$ cat config.mk
export PLATFORM = sky130hd
export DESIGN_NAME = utf16_bytes_to_code_points_core
export DESIGN_NICKNAME = d
export VERILOG_FILES = /design/src/rtl/u16dec_pkg.sv /design/src/rtl/u16dec_front.sv /design/src/rtl/u16dec_queue.sv /design/src/rtl/u16dec_back.sv /design/src/rtl/utf16_bytes_to_code_points_core.sv
export VERILOG_INCLUDE_DIRS = /design/src /design/src/rtl
export SDC_FILE = /design/constraint.sdc
export NUM_CORES = 1
export LEC_CHECK = 0
export BUFFER_PORTS_ARGS = -buffer_cell sky130_fd_sc_hd__buf_2
export CAP_MARGIN = 20
export CORE_ASPECT_RATIO = 1.25
export CORE_MARGIN = 5
export CORE_UTILIZATION = 40
export CTS_CLUSTER_SIZE = 25
export DETAILED_ROUTE_END_ITERATION = 7
export SETUP_SLACK_MARGIN = 0.2
export SLEW_MARGIN = 5
export SYNTH_ARGS = -nofsm -noshare
export SYNTH_HDL_FRONTEND = slang
export SYNTH_SLANG_ARGS = --single-unit
$ cat constraint.sdc
create_clock -name clk -period 3.81 [get_ports clk]
set_clock_uncertainty 0.05 [all_clocks]
set_input_delay 0.5715 -clock clk [delete_from_list [all_inputs] [get_ports clk]]
set_output_delay 0.5715 -clock clk [all_outputs]
set_load 0.02 [all_outputs]
$ cat src/rtl/utf16_bytes_to_code_points_core_macros.svh
// ----------------------------------------------------------------------------
// UTF-16 decoder assertion macros
// Shared concurrent assertion forms used by the decoder's RTL.
// ----------------------------------------------------------------------------
`ifndef UTF16_BYTES_TO_CODE_POINTS_CORE_MACROS_SVH
`define UTF16_BYTES_TO_CODE_POINTS_CORE_MACROS_SVH

// Whenever the antecedent holds, the consequent must hold in the same cycle.
`define U16D_ASSERT_IMPLY(lbl, ante, cons) \
  lbl: assert property (@(posedge clk) disable iff (rst) (ante) |-> (cons)) \
    else $error("u16dec: implication check failed");

// The expression must never be true outside reset.
`define U16D_ASSERT_NEVER(lbl, expr) \
  lbl: assert property (@(posedge clk) disable iff (rst) !(expr)) \
    else $error("u16dec: forbidden condition seen");

`endif

$ cat src/rtl/u16dec_pkg.sv
// ----------------------------------------------------------------------------
// UTF-16 decoder package
// Types and constants shared by the front, queue, back and top modules.
// ----------------------------------------------------------------------------
`default_nettype none

package u16dec_pkg;

  localparam int CP_W   = 21;
  localparam int UNIT_W = 16;
  localparam int ADDR_W = 3;

  // Register indexes as taken from paddr[2].
  localparam logic REG_DEFAULT_BIG_ENDIAN = 1'b0;

  localparam logic [UNIT_W-1:0] MARK_NATIVE   = 16'hFEFF;
  localparam logic [UNIT_W-1:0] MARK_SWAPPED  = 16'hFFFE;
  localparam logic [UNIT_W-1:0] SURR_LO_START = 16'hD800;
  localparam logic [UNIT_W-1:0] SURR_HI_END   = 16'hDC00;
  localparam logic [UNIT_W-1:0] SURR_END      = 16'hE000;
  localparam logic [CP_W-1:0]   PLANE_BASE    = 21'h10000;
  localparam logic [CP_W-1:0]   CP_MAX        = 21'h10FFFF;

  // A decoded word handed from the front to the queue.
  typedef struct packed {
    logic            valid;
    logic [CP_W-1:0] cp;
  } cp_push_t;

  // Queue occupancy flags.
  typedef struct packed {
    logic full;
    logic empty;
  } q_status_t;

endpackage

`default_nettype wire

$ cat src/rtl/u16dec_front.sv
// ----------------------------------------------------------------------------
// UTF-16 decoder front end
// Pairs bytes into code units, handles the byte order mark and surrogates.
// ----------------------------------------------------------------------------
`default_nettype none

module u16dec_front
  import u16dec_pkg::*;
(
  input  logic       clk,
  input  logic       rst,
  input  logic       in_valid,
  output logic       in_ready,
  input  logic [7:0] data_byte,
  input  logic       last_in_text,
  input  logic       default_big_endian,
  input  q_status_t  q_status,
  output cp_push_t   push
);

  logic              byte_phase;
  logic [7:0]        held_byte;
  logic              at_first_unit;
  logic              order_is_big;
  logic              high_pending;
  logic [9:0]        high_bits;

  logic              accept;
  logic              order_eff;
  logic [UNIT_W-1:0] unit;
  logic              is_swapped_mark;
  logic              skip;
  logic              unit_low_surr;
  logic              unit_high_surr;
  logic              unit_plain;
  logic              emit;
  logic [CP_W-1:0]   cp_value;

  // Accept a byte whenever the queue has room for a word.
  assign in_ready = !q_status.full;
  assign accept   = in_valid && in_ready;

  // Form the unit in the order in force; the first unit uses the register.
  assign order_eff       = at_first_unit ? default_big_endian : order_is_big;
  assign unit            = order_eff ? {held_byte, data_byte} : {data_byte, held_byte};
  assign is_swapped_mark = (unit == MARK_SWAPPED);
  assign skip            = at_first_unit && (is_swapped_mark || unit == MARK_NATIVE);

  // Classify the unit.
  assign unit_low_surr  = (unit >= SURR_HI_END) && (unit < SURR_END);
  assign unit_high_surr = (unit >= SURR_LO_START) && (unit < SURR_HI_END);
  assign unit_plain     = !unit_low_surr && !unit_high_surr;

  // A word comes out for a completed pair or for a plain unit.
  always_comb begin
    emit     = 1'b0;
    cp_value = {{(CP_W-UNIT_W){1'b0}}, unit};
    if (byte_phase && !skip) begin
      if (high_pending) begin
        emit     = unit_low_surr;
        cp_value = {1'b0, high_bits, unit[9:0]} + PLANE_BASE;
      end else begin
        emit = unit_plain;
      end
    end
  end

  assign push.valid = accept && emit;
  assign push.cp    = cp_value;

  // Decoder state update on each accepted byte.
  always_ff @(posedge clk) begin
    if (rst) begin
      byte_phase    <= 1'b0;
      at_first_unit <= 1'b1;
      order_is_big  <= 1'b0;
      high_pending  <= 1'b0;
    end else if (accept) begin
      // The end of a text restarts pairing and the mark check.
      if (last_in_text) begin
        byte_phase    <= 1'b0;
        at_first_unit <= 1'b1;
        high_pending  <= 1'b0;
      end else if (!byte_phase) begin
        byte_phase <= 1'b1;
      end else begin
        byte_phase    <= 1'b0;
        at_first_unit <= 1'b0;
        if (!skip && high_pending) begin
          high_pending <= 1'b0;
        end else if (!skip && unit_high_surr) begin
          high_pending <= 1'b1;
        end
      end
      // The first unit of a text fixes the byte order for the rest of it.
      if (byte_phase && at_first_unit) begin
        order_is_big <= default_big_endian ^ is_swapped_mark;
      end
    end
  end

  // Payload registers need no reset.
  always_ff @(posedge clk) begin
    if (accept) begin
      if (!byte_phase) begin
        held_byte <= data_byte;
      end else if (!skip && !high_pending && unit_high_surr) begin
        high_bits <= unit[9:0];
      end
    end
  end

endmodule

`default_nettype wire

$ cat src/rtl/u16dec_queue.sv
// ----------------------------------------------------------------------------
// UTF-16 decoder queue
// Short first-in first-out buffer of decoded words between front and back.
// ----------------------------------------------------------------------------
`default_nettype none

module u16dec_queue
  import u16dec_pkg::*;
#(
  parameter int DEPTH = 2
)
(
  input  logic            clk,
  input  logic            rst,
  input  cp_push_t        push,
  input  logic            pop,
  output logic            q_valid,
  output logic [CP_W-1:0] q_data,
  output q_status_t       q_status
);

  localparam int PTR_W = (DEPTH > 1) ? $clog2(DEPTH) : 1;
  localparam int CNT_W = $clog2(DEPTH + 1);

  logic [CP_W-1:0]  mem [DEPTH];
  logic [PTR_W-1:0] wr_ptr;
  logic [PTR_W-1:0] rd_ptr;
  logic [CNT_W-1:0] count;
  logic             do_push;
  logic             do_pop;

  assign q_status.full  = (count == CNT_W'(DEPTH));
  assign q_status.empty = (count == '0);
  assign q_valid        = !q_status.empty;
  assign q_data         = mem[rd_ptr];

  assign do_push = push.valid && !q_status.full;
  assign do_pop  = pop && q_valid;

  // Storage write.
  always_ff @(posedge clk) begin
    if (do_push) begin
      mem[wr_ptr] <= push.cp;
    end
  end

  // Pointers and fill count.
  always_ff @(posedge clk) begin
    if (rst) begin
      wr_ptr <= '0;
      rd_ptr <= '0;
      count  <= '0;
    end else begin
      if (do_push) begin
        wr_ptr <= (wr_ptr == PTR_W'(DEPTH - 1)) ? '0 : wr_ptr + 1'b1;
      end
      if (do_pop) begin
        rd_ptr <= (rd_ptr == PTR_W'(DEPTH - 1)) ? '0 : rd_ptr + 1'b1;
      end
      if (do_push && !do_pop) begin
        count <= count + 1'b1;
      end else if (do_pop && !do_push) begin
        count <= count - 1'b1;
      end
    end
  end

endmodule

`default_nettype wire

$ cat src/rtl/u16dec_back.sv
// ----------------------------------------------------------------------------
// UTF-16 decoder back end
// Output register that presents one code point word at a time.
// ----------------------------------------------------------------------------
`default_nettype none

module u16dec_back
  import u16dec_pkg::*;
(
  input  logic            clk,
  input  logic            rst,
  input  logic            q_valid,
  input  logic [CP_W-1:0] q_data,
  output logic            pop,
  output logic            out_valid,
  input  logic            out_ready,
  output logic [CP_W-1:0] code_point
);

  logic load;

  // Take the next word when the register is empty or being emptied.
  assign load = q_valid && (!out_valid || out_ready);
  assign pop  = load;

  always_ff @(posedge clk) begin
    if (rst) begin
      out_valid <= 1'b0;
    end else if (load) begin
      out_valid <= 1'b1;
    end else if (out_ready) begin
      out_valid <= 1'b0;
    end
  end

  always_ff @(posedge clk) begin
    if (load) begin
      code_point <= q_data;
    end
  end

endmodule

`default_nettype wire

$ cat src/rtl/utf16_bytes_to_code_points_core.sv
// ----------------------------------------------------------------------------
// UTF-16 byte stream decoder
// Turns UTF-16 bytes, with byte order mark handling, into code points.
// ----------------------------------------------------------------------------
// Usage:
//   Bytes enter on the in_valid/in_ready channel with data_byte and
//   last_in_text; last_in_text closes a text so the next byte starts a new
//   one. Decoded words leave on out_valid/out_ready as code_point.
//   The APB port holds default_big_endian at address 0; write it only while
//   the block is idle.
// Data path: the front decodes a word combinationally as the byte that
//   completes it is presented; the word then enters the queue and then the
//   output register.
// Throughput: one byte per cycle while in_ready is high; a word leaves
//   each cycle out_ready is high. When the receiver stalls, the output
//   register holds its word and the queue of QUEUE_DEPTH words keeps
//   filling; in_ready falls only once the queue is full.
// Reset (synchronous, rst high) empties queue and output, clears the byte
//   order register and sets the decoder to expect the start of a text.
// ----------------------------------------------------------------------------
`default_nettype none

`include "utf16_bytes_to_code_points_core_macros.svh"

module utf16_bytes_to_code_points_core
  import u16dec_pkg::*;
#(
  parameter int QUEUE_DEPTH = 2
)
(
  input  logic              clk,
  input  logic              rst,
  input  logic              psel,
  input  logic              penable,
  input  logic              pwrite,
  input  logic [ADDR_W-1:0] paddr,
  input  logic [31:0]       pwdata,
  output logic [31:0]       prdata,
  output logic              pready,
  input  logic              in_valid,
  output logic              in_ready,
  input  logic [7:0]        data_byte,
  input  logic              last_in_text,
  output logic              out_valid,
  input  logic              out_ready,
  output logic [CP_W-1:0]   code_point
);

  logic              default_big_endian;
  cp_push_t          push;
  q_status_t         q_status;
  logic              q_valid;
  logic [CP_W-1:0]   q_data;
  logic              pop;
  logic              out_is_surr;

  // Configuration register.
  assign pready = 1'b1;

  always_ff @(posedge clk) begin
    if (rst) begin
      default_big_endian <= 1'b0;
    end else if (psel && penable && pwrite && pready
                 && paddr[2] == REG_DEFAULT_BIG_ENDIAN) begin
      default_big_endian <= pwdata[0];
    end
  end

  assign prdata = (paddr[2] == REG_DEFAULT_BIG_ENDIAN) ? {31'b0, default_big_endian} : 32'b0;

  u16dec_front u_front (
    .clk                (clk),
    .rst                (rst),
    .in_valid           (in_valid),
    .in_ready           (in_ready),
    .data_byte          (data_byte),
    .last_in_text       (last_in_text),
    .default_big_endian (default_big_endian),
    .q_status           (q_status),
    .push               (push)
  );

  u16dec_queue #(
    .DEPTH (QUEUE_DEPTH)
  ) u_queue (
    .clk      (clk),
    .rst      (rst),
    .push     (push),
    .pop      (pop),
    .q_valid  (q_valid),
    .q_data   (q_data),
    .q_status (q_status)
  );

  u16dec_back u_back (
    .clk        (clk),
    .rst        (rst),
    .q_valid    (q_valid),
    .q_data     (q_data),
    .pop        (pop),
    .out_valid  (out_valid),
    .out_ready  (out_ready),
    .code_point (code_point)
  );

  // The word on the output lies in the surrogate range.
  assign out_is_surr = (code_point >= {5'b0, SURR_LO_START})
                       && (code_point < {5'b0, SURR_END});

  // A word shown is a Unicode scalar value.
  `U16D_ASSERT_IMPLY(a_cp_in_range, out_valid, code_point <= CP_MAX)
  `U16D_ASSERT_NEVER(a_cp_not_surrogate, out_valid && out_is_surr)
  // The queue only fills up behind a word held in the output register.
  `U16D_ASSERT_IMPLY(a_full_behind_output, q_status.full, out_valid)
  // Input is refused only when the queue has no room.
  `U16D_ASSERT_IMPLY(a_ready_unless_full, !q_status.full, in_ready)

endmodule

`default_nettype wire

* Word level (Yosys, flattened, before mapping)
Memory sizes are Yosys's and may differ from the RTL's. A register that Yosys moved wholly into a read port is not among the register bits.
Index checks and enable logic that the tools add are counted.
** Operators by class
- Bitwise logic cells :: 3
- Equality and inequality tests :: 3
- Add/sub/neg operators :: 5
- Reduce and logical (&&, ||, !) cells :: 41
- Multiplexer cells :: 23
- Magnitude comparators :: 4
** Operators with widths (number)
- $mux W21 :: 2
- $eq A16 B16 Y1 const B :: 2
- $ge A16 B16 Y1 const B :: 2
- $lt A16 B16 Y1 const B :: 2
- $add A20 B17 Y21 const B :: 1
- $logic_and A1 B1 Y1 :: 20
- $mux W1 :: 18
- $mux W16 :: 1
- $logic_not A1 Y1 :: 9
- $reduce_and A2 Y1 :: 3
- $reduce_and A3 Y1 :: 2
- $reduce_bool A2 Y1 :: 3
- $mux W2 :: 2
- $reduce_bool A3 Y1 :: 1
- $add A1 B1 Y1 const B :: 2
- $add A2 B1 Y2 const B :: 1
- $eq A2 B2 Y1 const B :: 1
- $logic_not A2 Y1 :: 1
- $logic_or A1 B1 Y1 :: 2
- $not A1 Y1 :: 2
- $sub A2 B1 Y2 const B :: 1
- $xor A1 B1 Y1 :: 1
** Storage, ports and cells
- Memories kept :: 1
- Output and inout port bits :: 56
- RAM bits :: 42
- Register bits :: 28
- Logic and storage cells :: 91
- Input port bits :: 51
** Memories
- u_queue.mem :: words 2, bits a word 21, rd ports 1, clocked after memory_dff 1, write ports 1, line u16dec_queue.sv:25 : logic [CP_W-1:0] mem [DEPTH];

* Depth between registers and ports, before layout
Gate-level depths: netlist (run 1).
- Depth in word-level cells :: 14
- Mapped depth :: 8
- Gate-level depth less buffers :: 8

* By module
A second synthesis (run 1) with hierarchy kept.
** Second synthesis, totals
- Cell total of the unflattened synthesis :: 255
- Area, all modules :: 3930.0 um^2
** By module, submodules not included
- u16dec_queue :: cells an instance 91, sequential area each 1361.3 um^2, area an instance 1731.7 um^2, instances 1
- u16dec_front :: cells an instance 98, sequential area each 620.6 um^2, area an instance 1203.7 um^2, instances 1
- u16dec_back :: cells an instance 26, sequential area each 650.6 um^2, area an instance 685.7 um^2, instances 1
- utf16_bytes_to_code_points_core :: cells an instance 40, sequential area each 20.0 um^2, area an instance 309.0 um^2, instances 1

* Worst setup path after synthesis (run 1)
Ideal clock, no wire load.
- Path type :: input to register
- Start point :: input data_byte[7]
- End point :: memory u_queue.mem[0][0] (enable)
- Stages :: 5
- Buffers on the path :: 0
- Data arrival time :: 2304 ps
- Data required time :: 3359 ps
- Setup slack :: 1055 ps
- Library setup time :: 401 ps
- Path through :: nand4_1 > and4bb_2 > o21ai_0 > a21boi_2 > nor2b_1
** Between the ends
- Longest elaborated chain between the ends :: 11
- Elaborated cells between the ends (all ways) :: 22
- Classes of those cells :: order compare (4); eq/ne (2); mux (5); reduce/logical (11)
** Ends and longest elaborated chain
- from (decl) :: line utf16_bytes_to_code_points_core.sv:42 : input logic [7:0] data_byte,
- $mux W16 * :: line u16dec_front.sv:45 : assign unit = order_eff ? {held_byte, data_byte} : {data_byte, held_byte};
- $ge A16 B16 Y1 (tied with other cells) :: line u16dec_front.sv:50 : assign unit_low_surr = (unit >= SURR_HI_END) && (unit < SURR_END);
- $logic_and A1 B1 Y1 (tied with other cells) :: line u16dec_front.sv:50
- $logic_not A1 Y1 / $logic_and A1 B1 Y1 (equally long branches) :: line u16dec_front.sv:52, u16dec_front.sv:47
- $logic_and A1 B1 Y1 / $logic_not A1 Y1 (equally long branches) :: line u16dec_front.sv:52, u16dec_front.sv:58
- $mux W1 / $logic_and A1 B1 Y1 (equally long branches) :: line u16dec_front.sv:59, u16dec_front.sv:58
- $mux W1 * :: line u16dec_front.sv:58 : if (byte_phase && !skip) begin
- $logic_and A1 B1 Y1 * :: line u16dec_front.sv:68 : assign push.valid = accept && emit;
- $logic_and A1 B1 Y1 * :: line u16dec_queue.sv:37 : assign do_push = push.valid && !q_status.full;
- net u_queue.do_push :: line u16dec_queue.sv:29 : logic do_push;
- $mux W1 * :: line u16dec_queue.sv:42 : if (do_push) begin
- $mux W1 (not written as such) * :: line u16dec_queue.sv:43 : mem[wr_ptr] <= push.cp;
- to (decl) :: line u16dec_queue.sv:25
The timed path passes the listed nets; every way through them passes the cells marked *.

* Worst setup path in the final report (run 1)
- Start point :: register u_front.at_first_unit
- End point :: register u_queue.count[1]
** Between the ends
- Longest elaborated chain between the ends :: 13
- Elaborated cells between the ends (all ways) :: 26
- Classes of those cells :: order compare (4); eq/ne (2); mux (5); reduce/logical (15)
** Ends and longest elaborated chain
- from (decl) :: line u16dec_front.sv:23 : logic at_first_unit;
- from (signal assigned) :: line u16dec_front.sv:75 : at_first_unit <= 1'b1;
- from (signal assigned) :: line u16dec_front.sv:82 : at_first_unit <= 1'b1;
- from (signal assigned) :: line u16dec_front.sv:88 : at_first_unit <= 1'b0;
- $mux W1 :: line u16dec_front.sv:44 : assign order_eff = at_first_unit ? default_big_endian : order_is_big;
- $mux W16 :: line u16dec_front.sv:45
- $ge A16 B16 Y1 (tied with other cells) :: line u16dec_front.sv:50
- $logic_and A1 B1 Y1 (tied with other cells) :: line u16dec_front.sv:50
- $logic_not A1 Y1 / $logic_and A1 B1 Y1 (equally long branches) :: line u16dec_front.sv:52, u16dec_front.sv:47
- $logic_and A1 B1 Y1 / $logic_not A1 Y1 (equally long branches) :: line u16dec_front.sv:52, u16dec_front.sv:58
- $mux W1 / $logic_and A1 B1 Y1 (equally long branches) :: line u16dec_front.sv:59, u16dec_front.sv:58
- $mux W1 * :: line u16dec_front.sv:58
- $logic_and A1 B1 Y1 * :: line u16dec_front.sv:68
- $logic_and A1 B1 Y1 * :: line u16dec_queue.sv:37
- net u_queue.do_push :: line u16dec_queue.sv:29
- $logic_not A1 Y1 :: line u16dec_queue.sv:62 : end else if (do_pop && !do_push) begin
- $logic_and A1 B1 Y1 :: line u16dec_queue.sv:62
- $reduce_bool A2 Y1 (no line)
- to (signal assigned) :: line u16dec_queue.sv:61 : count <= count + 1'b1;
- to (signal assigned) :: line u16dec_queue.sv:63 : count <= count - 1'b1;
- to (decl) :: line u16dec_queue.sv:28 : logic [CNT_W-1:0] count;
Marked as above.
A chain may end at the register's enable or synchronous reset.

==> flow_metrics.tcl, run 1 <==
set metrics [dict create \
    outcome "completed" \
    worstReg2RegEnd "u_queue.count[1]" \
    fillers 860 \
    dpl.hpwl_mm 4.27 \
    busiest_layer "met2" \
    syn_area_um2 3870 \
    critPathLaunchType "flop" \
    yosysTopAreaCell "edfxtp_1" \
    viasPerCell 4.64 \
    synth_sequential_area_ratio_pct 68.0 \
    hold_depth 1 \
    synth_edf_count 81 \
    fmax_ghz 0.370 \
    worst_hold_path_type "in -> reg" \
    synth.ff_latch_count 91 \
    rsz0062_at_grt "false" \
    ant_nets 0 \
    p_int_mw 1.95 \
    drt-initial-drc-count 86 \
    num-nets-final 355 \
    slew_headroom_pct 31.6 \
    post_synth.cell_area_avg_um2 15.3 \
    antenna_found_initial 0 \
    netSwitchingFraction_pct 27.7 \
    diodes 0 \
    worst-r2r-setup-slack_ps 1110 \
    cts_tree "done" \
    routabilityCongestion 0.808 \
    io_pins 107 \
    critPathRequiredTime_ps 4020 \
    final.setup.worst_slack_ps 1110 \
    crit_type "reg -> reg" \
    rr_worst_depth 7 \
    fp.coreArea_um2 9560 \
    drv_slew 0 \
    port-buffer-count 41 \
    grt-ovfl-total 0 \
    chipHeight_um 120 \
    cts_max_level 3 \
    power.density_nw_per_um2 613 \
    crit_path_max_fanout 14 \
    max-cap-violations 0 \
    start_util_pct 40.5 \
    post_cts_resized 0 \
    drive_gt1_share_pct 31.6 \
    routed_wl_mm 6.22 \
    rows 40 \
    ir_worst_vdd_mv 0.333 \
    dieArea_um2 11800 \
    worst_pin_slew_ps 1020 \
    p_switching_uw 748 \
    grt_usage_pct 11.0 \
    synth_top_area_share_pct 62.8 \
    die_w_um 98.0 \
    finalSetupTns_ps 0 \
    yosysMostFrequentCell "edfxtp_1" \
    synth_area_leaders "edfxtp_1 (63%), mux2_2 (9.3%), buf_4 (6.2%), dfxtp_1 (5.2%), mux2i_1 (1.8%)" \
    grt_max_degree 23 \
    end_kind "flop" \
    yosys-top-cells-count "edfxtp_1 (81), buf_4 (32), mux2_2 (32), o21ai_0 (11), dfxtp_1 (10)" \
    fin_crit_ps 2700 \
    avgRoutedWirePerCell_um 14.4 \
    via_count 2009 \
    netlist_instances 253 \
    first_global_vias 1947 \
    clkTransAtPathRegs_ps 60 \
    syn2layout_area_growth_pct 13.8 \
    cts_root_buf "clkbuf_16" \
    post_synth_num_cell_types 41 \
    cts_made_buffers 9 \
    clkLatencyLatePin_ps 330 \
    drtPass1Iterations 4 \
    hold_violations 0 \
    setup_viol 0 \
    crit_arrival_ps 2910 \
    whs_endpoint "u_front.held_byte[7]" \
    route.detailed.drc 0 \
    synth_ff_type "edfxtp_1" \
    fin_crit_sh_pct 70.9 \
    combPwrFrac_pct 18.3 \
    gr-usage-met3_pct 4.24 \
    ys_warn_count 0 \
    grt_use_met2_pct 17.9 \
    min-delay-start "data_byte[7]" \
    async_reset_ff_share_pct 0 \
    r2r-start "u_front.at_first_unit" \
    grt_pass1_wl_mm 9.87 \
    met1_usage_pct 13.1 \
    pre_cts_ws_ps 1110 \
    clockBufferDepth 2 \
    post_cts_buffers 0 \
    seq_power_share_pct 49.7 \
    cts_hold_buf 0 \
    power.clock.fraction_pct 32.0 \
    p_leak_nw 1.62 \
    cts_sinks 91 \
]
[through the flow]
| step | util, % | hold slack, ps | instances | area [um^2] | power, mW |
|---|---|---|---|---|---|
| 3_3_place_gp | 43.0 | 433 | 417 | 4110 | 1.86 |
| 2_1_floorplan | - | 431 | 283 | 3990 | 1.73 |
| 6_report | 46.1 | 416 | 433 | 4410 | 2.70 |
| 4_1_cts | 46.1 | 406 | 433 | 4410 | 2.74 |
| 3_5_place_dp | 43.0 | 437 | 417 | 4110 | 1.87 |
| 5_1_grt | 46.1 | 412 | 433 | 4410 | 2.84 |
[final cells by class]
class	count	area, um^2	share of cell area [%]
Sequential cell	91	2630	59.7
Tap cell	126	158	3.58
Multi-Input combinational cell	153	1080	24.4
Timing Repair Buffer	46	243	5.51
Clock inverter	6	63.8	1.45
Inverter	1	3.75	0.0852
Clock buffer	10	229	5.20
[registers in the layout, summed over array words and instances, names as in the netlist]
register               cells
u_front.at_first_unit      1
u_queue.rd_ptr             1
u_back.code_point         21
u_front.order_is_big       1
u_front.high_bits         10
u_queue.wr_ptr             1
u_queue.count              2
default_big_endian         1
u_front.byte_phase         1
u_back.out_valid           1
u_front.held_byte          8
u_queue.mem               42
u_front.high_pending       1
[cells by family after synthesis]
| logic type | after synthesis | synth area share [%] |
|---|---|---|
| buffers and inverters | 39 | 7.11 |
| flip-flops | 91 | 68.0 |
| other | 2 | 0.194 |
| XOR/XNOR | 7 | 1.58 |
| multiplexers | 40 | 11.5 |
| AND/OR/NAND/NOR | 50 | 7.40 |
| AO/OA/AOI/OAI | 22 | 3.62 |
| adder cells (fa/ha/maj) | 2 | 0.646 |
[critical path, stage by stage (launching register included)]
cell	delay (ps)
dfxtp_1	420
mux2i_2	680
and4bb_2	330
o21ai_0	90
a21boi_2	230
ha_1	290
or3_1	370
a21oi_1	160
[layout by cell type, fill, tap and decap left out, types with 7 or more instances in the layout]
cell       count
buf_2         41
dfxtp_1       10
edfxtp_1      81
mux2_2        32
nand2_1        9
conb_1        32
mux2i_1        7
nor2_1         9
clkbuf_16      9
o21ai_0       11
[layer usage]
metal | up-vias | share of wire, %
met2 | 45 | 51
met4 | 0 | 1.5
met3 | 9 | 5.4
met5 | - | 0
met1 | 980 | 42
li1 | 975 | -
[worst max path at each step]
stage	start	end	slack, ps	cells after the start
after detailed placement	u_front.at_first_unit	u_queue.count[1]	1110	7
after global routing	u_front.at_first_unit	u_queue.count[1]	960	7
final	u_front.at_first_unit	u_queue.count[1]	1110	7
after global placement	data_byte[6]	u_queue.count[1]	1170	8
after floorplan	data_byte[7]	u_queue.mem[0][0]	1050	5
after CTS	u_front.at_first_unit	u_queue.count[1]	1100	7
[power groups by stage]
stage,combinational (mW),clock [mW],sequential [mW]
final,0.495,0.865,1.34
after detailed placement,0.505,0,1.37
after global routing,0.544,0.937,1.36
after global placement,0.496,0,1.36
after floorplan,0.293,0,1.44
after CTS,0.506,0.886,1.35
(Power assumes the default switching activity.)
==> run 2, diff against run 1 <==
--- a/config.mk
+++ b/config.mk
@@ -6,6 +6,7 @@
 export SDC_FILE = /design/constraint.sdc
 export NUM_CORES = 1
 export LEC_CHECK = 0
+export ABC_AREA = 1
 export BUFFER_PORTS_ARGS = -buffer_cell sky130_fd_sc_hd__buf_2
 export CAP_MARGIN = 20
 export CORE_ASPECT_RATIO = 1.25
==> constraint.sdc (replaced) <==
create_clock -name clk -period 2.6 [get_ports clk]
set_clock_uncertainty 0.05 [all_clocks]
set_input_delay 0.39 -clock clk [delete_from_list [all_inputs] [get_ports clk]]
set_output_delay 0.39 -clock clk [all_outputs]
set_load 0.02 [all_outputs]
==> run 2 against run 1 <==
Flip-flop and latch count unchanged. Cell count up 32%. Via count up 23%. Combinational power up 120%. Final area up 6.1%. Critical endpoint unchanged.
==> flow_metrics.tcl, run 2 <==
set metrics [dict create \
    outcome "completed" \
    cts_max_level 3 \
    cts_made_buffers 9 \
    path_buf_inv 4 \
    io_pins 107 \
    fmax_ghz 0.453 \
    cts_tree "done" \
    power.density_nw_per_um2 936 \
    synth_ff_type "edfxtp_1" \
    synth_area_leaders "edfxtp_1 (60%), nand2_1 (11%), buf_4 (5.9%), dfxtp_1 (4.9%), inv_1 (4.3%)" \
    diodes 0 \
    max-cap-violations 0 \
    synth_top_area_share_pct 60.0 \
    worst_pin_slew_ps 724 \
    post_synth_num_cell_types 29 \
    total_power_mw 4.38 \
    synth.ff_latch_count 91 \
    critPathLaunchType "flop" \
    final_common_cell "nand2_1" \
    drtPass1Iterations 4 \
    yosysMostFrequentCell "nand2_1" \
    fin_crit_ps 2210 \
    max_stage_delay_ps 370 \
    ys_warn_count 0 \
    chipHeight_um 123 \
    cts_hold_buf 0 \
    yosysTopAreaCell "edfxtp_1" \
    grt-ovfl-total 0 \
    num-nets-final 489 \
    worst_hold_path_type "in -> reg" \
    route.detailed.drc 0 \
    cts_root_buf "clkbuf_16" \
    top_register "u_queue.mem" \
    drt-initial-drc-count 90 \
    setup_viol 0 \
    dieArea_um2 12300 \
    ant_nets 0 \
    largest_registers "u_queue.mem: 42 flops, u_back.code_point: 21 flops, u_front.high_bits: 10 flops" \
    largest_register_ffs 42 \
    via_count 2473 \
    netlist_instances 385 \
    cts_sinks 91 \
    crit_family "simple AND/OR/NAND/NOR gates" \
    end_kind "flop" \
    rows 41 \
    yosys-top-cells-count "nand2_1 (118), edfxtp_1 (81), inv_1 (46), buf_4 (32), nor2_1 (24)" \
    slew_headroom_pct 51.6 \
    critical-path-slowest-cell "dfxtp_4" \
    grt_usage_pct 11.7 \
    port-buffer-count 41 \
    routed_wl_mm 6.70 \
    antenna_found_initial 0 \
    critPathRequiredTime_ps 2770 \
    fp.coreArea_um2 10000 \
    rsz0062_at_grt "false" \
    finalSetupTns_ps 0 \
    clockBufferDepth 2 \
    hold_violations 0 \
    syn_area_um2 4050 \
    routabilityCongestion 0.875 \
    crit_path_max_fanout 5 \
    clkLatencyLatePin_ps 340 \
    p_leak_nw 2.02 \
    fin_crit_sh_pct 84.8 \
    drv_slew 0 \
    grt_max_degree 25 \
    ir_worst_vdd_mv 0.358 \
    crit_arrival_ps 2380 \
    die_w_um 100 \
    synth_sequential_area_ratio_pct 65.0 \
    viasPerCell 4.34 \
    crit_type "reg -> reg" \
    hold_ws_ps 186 \
    async_reset_ff_share_pct 0 \
    dpl.hpwl_mm 4.74 \
    avgRoutedWirePerCell_um 11.8 \
    clkTransAtPathRegs_ps 60 \
    synth_edf_count 81 \
    start_util_pct 40.5 \
    grt_pass1_wl_mm 11.0 \
    post_synth.cell_area_avg_um2 10.5 \
    drive_gt1_share_pct 20.9 \
    first_global_vias 2375 \
    mostFrequentLayoutCells "nand2_1 (114), edfxtp_1 (81), inv_1 (43)" \
    cp_cell_sequence "inv_4 -> nand2_4 -> buf_4 -> nand3_1 -> nand2_1 -> inv_2 -> nand2_1 -> nor3_2 -> nand2_2 -> nand3_4 -> inv_1 -> ha_4 -> a21oi_1 -> o21ai_1 -> o21ai_1 -> a21oi_1" \
    syn2layout_area_growth_pct 15.4 \
]
-- run 2: repair_timing --
action | CTS | global route
gates cloned | 0 | 0
setup endpoints to repair | 1 | 22
gates resized for setup | 4 | 16
setup buffers | 0 | 1
pin swaps | 0 | 5
-- run 2: worst paths after layout --
path                                            start  slack, ps              endpoint  cells past startpoint
worst max-delay path            u_front.at_first_unit        390      u_queue.count[1]                     16
worst max register to register  u_front.at_first_unit        390      u_queue.count[1]                     16
worst min-delay path                              rst        190      u_queue.count[0]                      2
worst min register to register     default_big_endian        450  u_front.order_is_big                      2
-- run 2: metal layers --
layer  routed length [um]  up-vias  global-route usage (%)
li1                     -     1296                       -
met1                 2740     1091                    13.4
met2                 3330       71                    19.7
met3                  464       15                    3.81
met4                  166        0                    5.48
met5                    0        -                       0
-- run 2: final cells by class --
cell class,count,area (um^2)
well taps,129,161
fillers,939,5330
multi-input cells,239,1140
clock inverters,5,62.6
inverters,47,179
flip-flops and latches,91,2640
repair buffers,48,258
clock buffers,11,233
-- run 2: through the flow --
step           util [%]  instances  setup WS (ps)  instance area (um^2)
2_1_floorplan         -        415            284                  4180
3_3_place_gp       43.1        553            165                  4310
3_5_place_dp       43.1        553           99.9                  4310
4_1_cts            46.2        569            238                  4630
5_1_grt            46.7        570            214                  4680
6_report           46.7        570            394                  4680
-- run 2: kinds of logic (layout without fill, tap and decap cells) --
logic type | after synthesis | count (layout) | share of synthesized area, %
fa+ha+maj | 2 | 2 | 0.617
simple gates | 173 | 173 | 18.4
compound gates | 30 | 30 | 4.20
flops | 91 | 91 | 65.0
xor+xnor | 2 | 2 | 0.432
other cells | 2 | 32 | 0.185
buf+inv | 85 | 111 | 11.2
-- run 2: power by group --
| part | switching, mW | leakage, nW | internal (mW) | total [mW] |
|---|---|---|---|---|
| registers | 0.0695 | 0.841 | 1.95 | 2.02 |
| logic | 0.780 | 1.04 | 0.297 | 1.08 |
| clock network | 0.526 | 0.142 | 0.752 | 1.28 |
==> run 3, diff against run 2 <==
==> constraint.sdc (replaced) <==
create_clock -name clk -period 2.3 [get_ports clk]
set_clock_uncertainty 0.05 [all_clocks]
set_input_delay 0.345 -clock clk [delete_from_list [all_inputs] [get_ports clk]]
set_output_delay 0.345 -clock clk [all_outputs]
set_load 0.02 [all_outputs]
==> run 3 against run 2 <==
Total power up 17%. Die area unchanged. Critical path type unchanged. Largest cell class unchanged. Critical path depth down 3. Register-to-register slack worse by 260 ps. Cell count up 3.9%. Hold slack worse by 50 ps.
==> flow_metrics.tcl, run 3 (synthesized netlist as in run 2, its figures left out) <==
set metrics [dict create \
    outcome "completed" \
    hold_ws_ps 136 \
    worst_hold_path_type "in -> reg" \
    routed_wl_mm 7.10 \
    drt-initial-drc-count 102 \
    crit_path_max_fanout 21 \
    viasPerCell 4.43 \
    die_w_um 100 \
    top_register "u_queue.mem" \
    largest_registers "u_queue.mem: 42 flops, u_back.code_point: 21 flops, u_front.high_bits: 10 flops" \
    route.detailed.drc 0 \
    rows 41 \
    critPathLaunchType "flop" \
    cts_sinks 91 \
    critPathRequiredTime_ps 2300 \
    cts_tree "done" \
    num-nets-final 511 \
    drv_slew 0 \
    clkLatencyLatePin_ps 340 \
    fin_crit_sh_pct 94.3 \
    power.density_nw_per_um2 1020 \
    hold_violations 0 \
    p_leak_nw 2.13 \
    syn2layout_area_growth_pct 23.2 \
    avgRoutedWirePerCell_um 12.0 \
    cts_max_level 3 \
    seq_power_share_pct 44.9 \
    start_util_pct 40.5 \
    via_count 2620 \
    mostFrequentLayoutCells "nand2_1 (104), edfxtp_1 (81), inv_1 (41), buf_2 (41), conb_1 (32)" \
    ir_worst_vdd_mv 0.419 \
    grt_max_degree 25 \
    combPwrFrac_pct 26.3 \
    rsz0062_at_grt "true" \
    clockBufferDepth 2 \
    setup_viol 0 \
    crit_arrival_ps 2160 \
    cts_made_buffers 9 \
    antenna_found_initial 0 \
    routabilityCongestion 0.863 \
    final_common_cell "nand2_1" \
    dpl.hpwl_mm 4.82 \
    chipHeight_um 123 \
    power.clock.fraction_pct 28.8 \
    port-buffer-count 41 \
    grt_usage_pct 12.4 \
    io_pins 107 \
    total_power_mw 5.10 \
    grt_pass1_wl_mm 11.8 \
    end_kind "flop" \
    largest_register_ffs 42 \
    fmax_ghz 0.461 \
    p_switching_mw 1.63 \
    fp.coreArea_um2 10000 \
    slew_headroom_pct 54.0 \
    drive_gt1_share_pct 29.6 \
    met1_usage_pct 14.0 \
    cts_root_buf "clkbuf_16" \
    dieArea_um2 12300 \
    p_int_mw 3.47 \
    max-cap-violations 0 \
    netSwitchingFraction_pct 31.9 \
    diodes 0 \
    grt_use_met2_pct 21.6 \
    first_global_vias 2562 \
    grt-ovfl-total 0 \
    gr-usage-met3_pct 3.41 \
    crit_type "reg -> reg" \
    ant_nets 0 \
    worst_pin_slew_ps 689 \
    drtPass1Iterations 4 \
    clkTransAtPathRegs_ps 60 \
    busiest_layer "met2" \
    fin_crit_ps 2170 \
]
==> run 3: changes by cell type in the layout (fill, tap and decap cells not counted), moves of 3 or more <==
cell,change
nand3_1,-3
nand3_2,+4
nand2_2,+9
inv_6,+3
nor2_1,-3
nand2_1,-10
buf_4,+16
==> run 3: worst max-delay path, cell delays in order (launching register included) <==
cell	delay (ps)
dfxtp_4	410
inv_6	60
nand2_8	90
nand2_8	70
buf_8	150
o21ai_4	130
nand2_2	100
nor2_2	120
nand2_1	70
nand2_2	80
buf_4	100
nand4_1	140
clkinvlp_4	130
buf_12	160
==> run 3: layout make-up <==
class,count,area (um^2)
Fill cell,886,5010
Sequential cell,91,2640
Multi-Input combinational cell,240,1250
Timing Repair Buffer,69,455
Clock buffer,9,225
Inverter,47,185
Tap cell,129,161
Clock inverter,7,73.8
==> run 3: timing repair <==
action | CTS | global route
cloned | 1 | 0
buffers inserted | 11 | 5
endpoints found under the setup margin | 46 | 64
resized for setup | 40 | 7
pin swaps | 16 | 7
hold endpoints to repair | 0 | 0
hold buffers | 0 | 0
==> run 3: worst paths after layout <==
path,startpoint,end,depth (start not counted),slack (ps)
max reg2reg,u_front.at_first_unit,u_queue.mem[1][14],13,130
min reg2reg,u_queue.mem[0][5],u_back.code_point[5],2,460
min,rst,u_back.out_valid,2,140
max,u_front.at_first_unit,u_queue.mem[1][14],13,130
==> run 3: stage by stage <==
stage / area (um^2) / instances / worst slack, ps / setup TNS, ps / utilization [%]
final: 4990 / 592 / 132 / 0 / 49.9
after global routing: 4990 / 592 / -4.53 / -4.53 / 49.9
after CTS: 4930 / 587 / 159 / 0 / 49.3
after detailed placement: 4400 / 559 / 43.8 / 0 / 43.9
after global placement: 4400 / 559 / 109 / 0 / 43.9
after floorplan: 4190 / 415 / 187 / 0 / -
==> run 3: power by group through the flow <==
stage	Combinational (mW)	Sequential, mW	Clock, mW
final	1.34	2.29	1.47
after global placement	1.23	2.32	0
after CTS	1.34	2.29	1.50
after floorplan	0.612	2.59	0
after global routing	1.49	2.32	1.58
after detailed placement	1.26	2.33	0
==> run 3: layer usage <==
metal | share of wire, % | vias up
met4 | 3.0 | 0
li1 | - | 1345
met5 | 0 | -
met3 | 6.3 | 17
met1 | 40 | 1190
met2 | 51 | 68
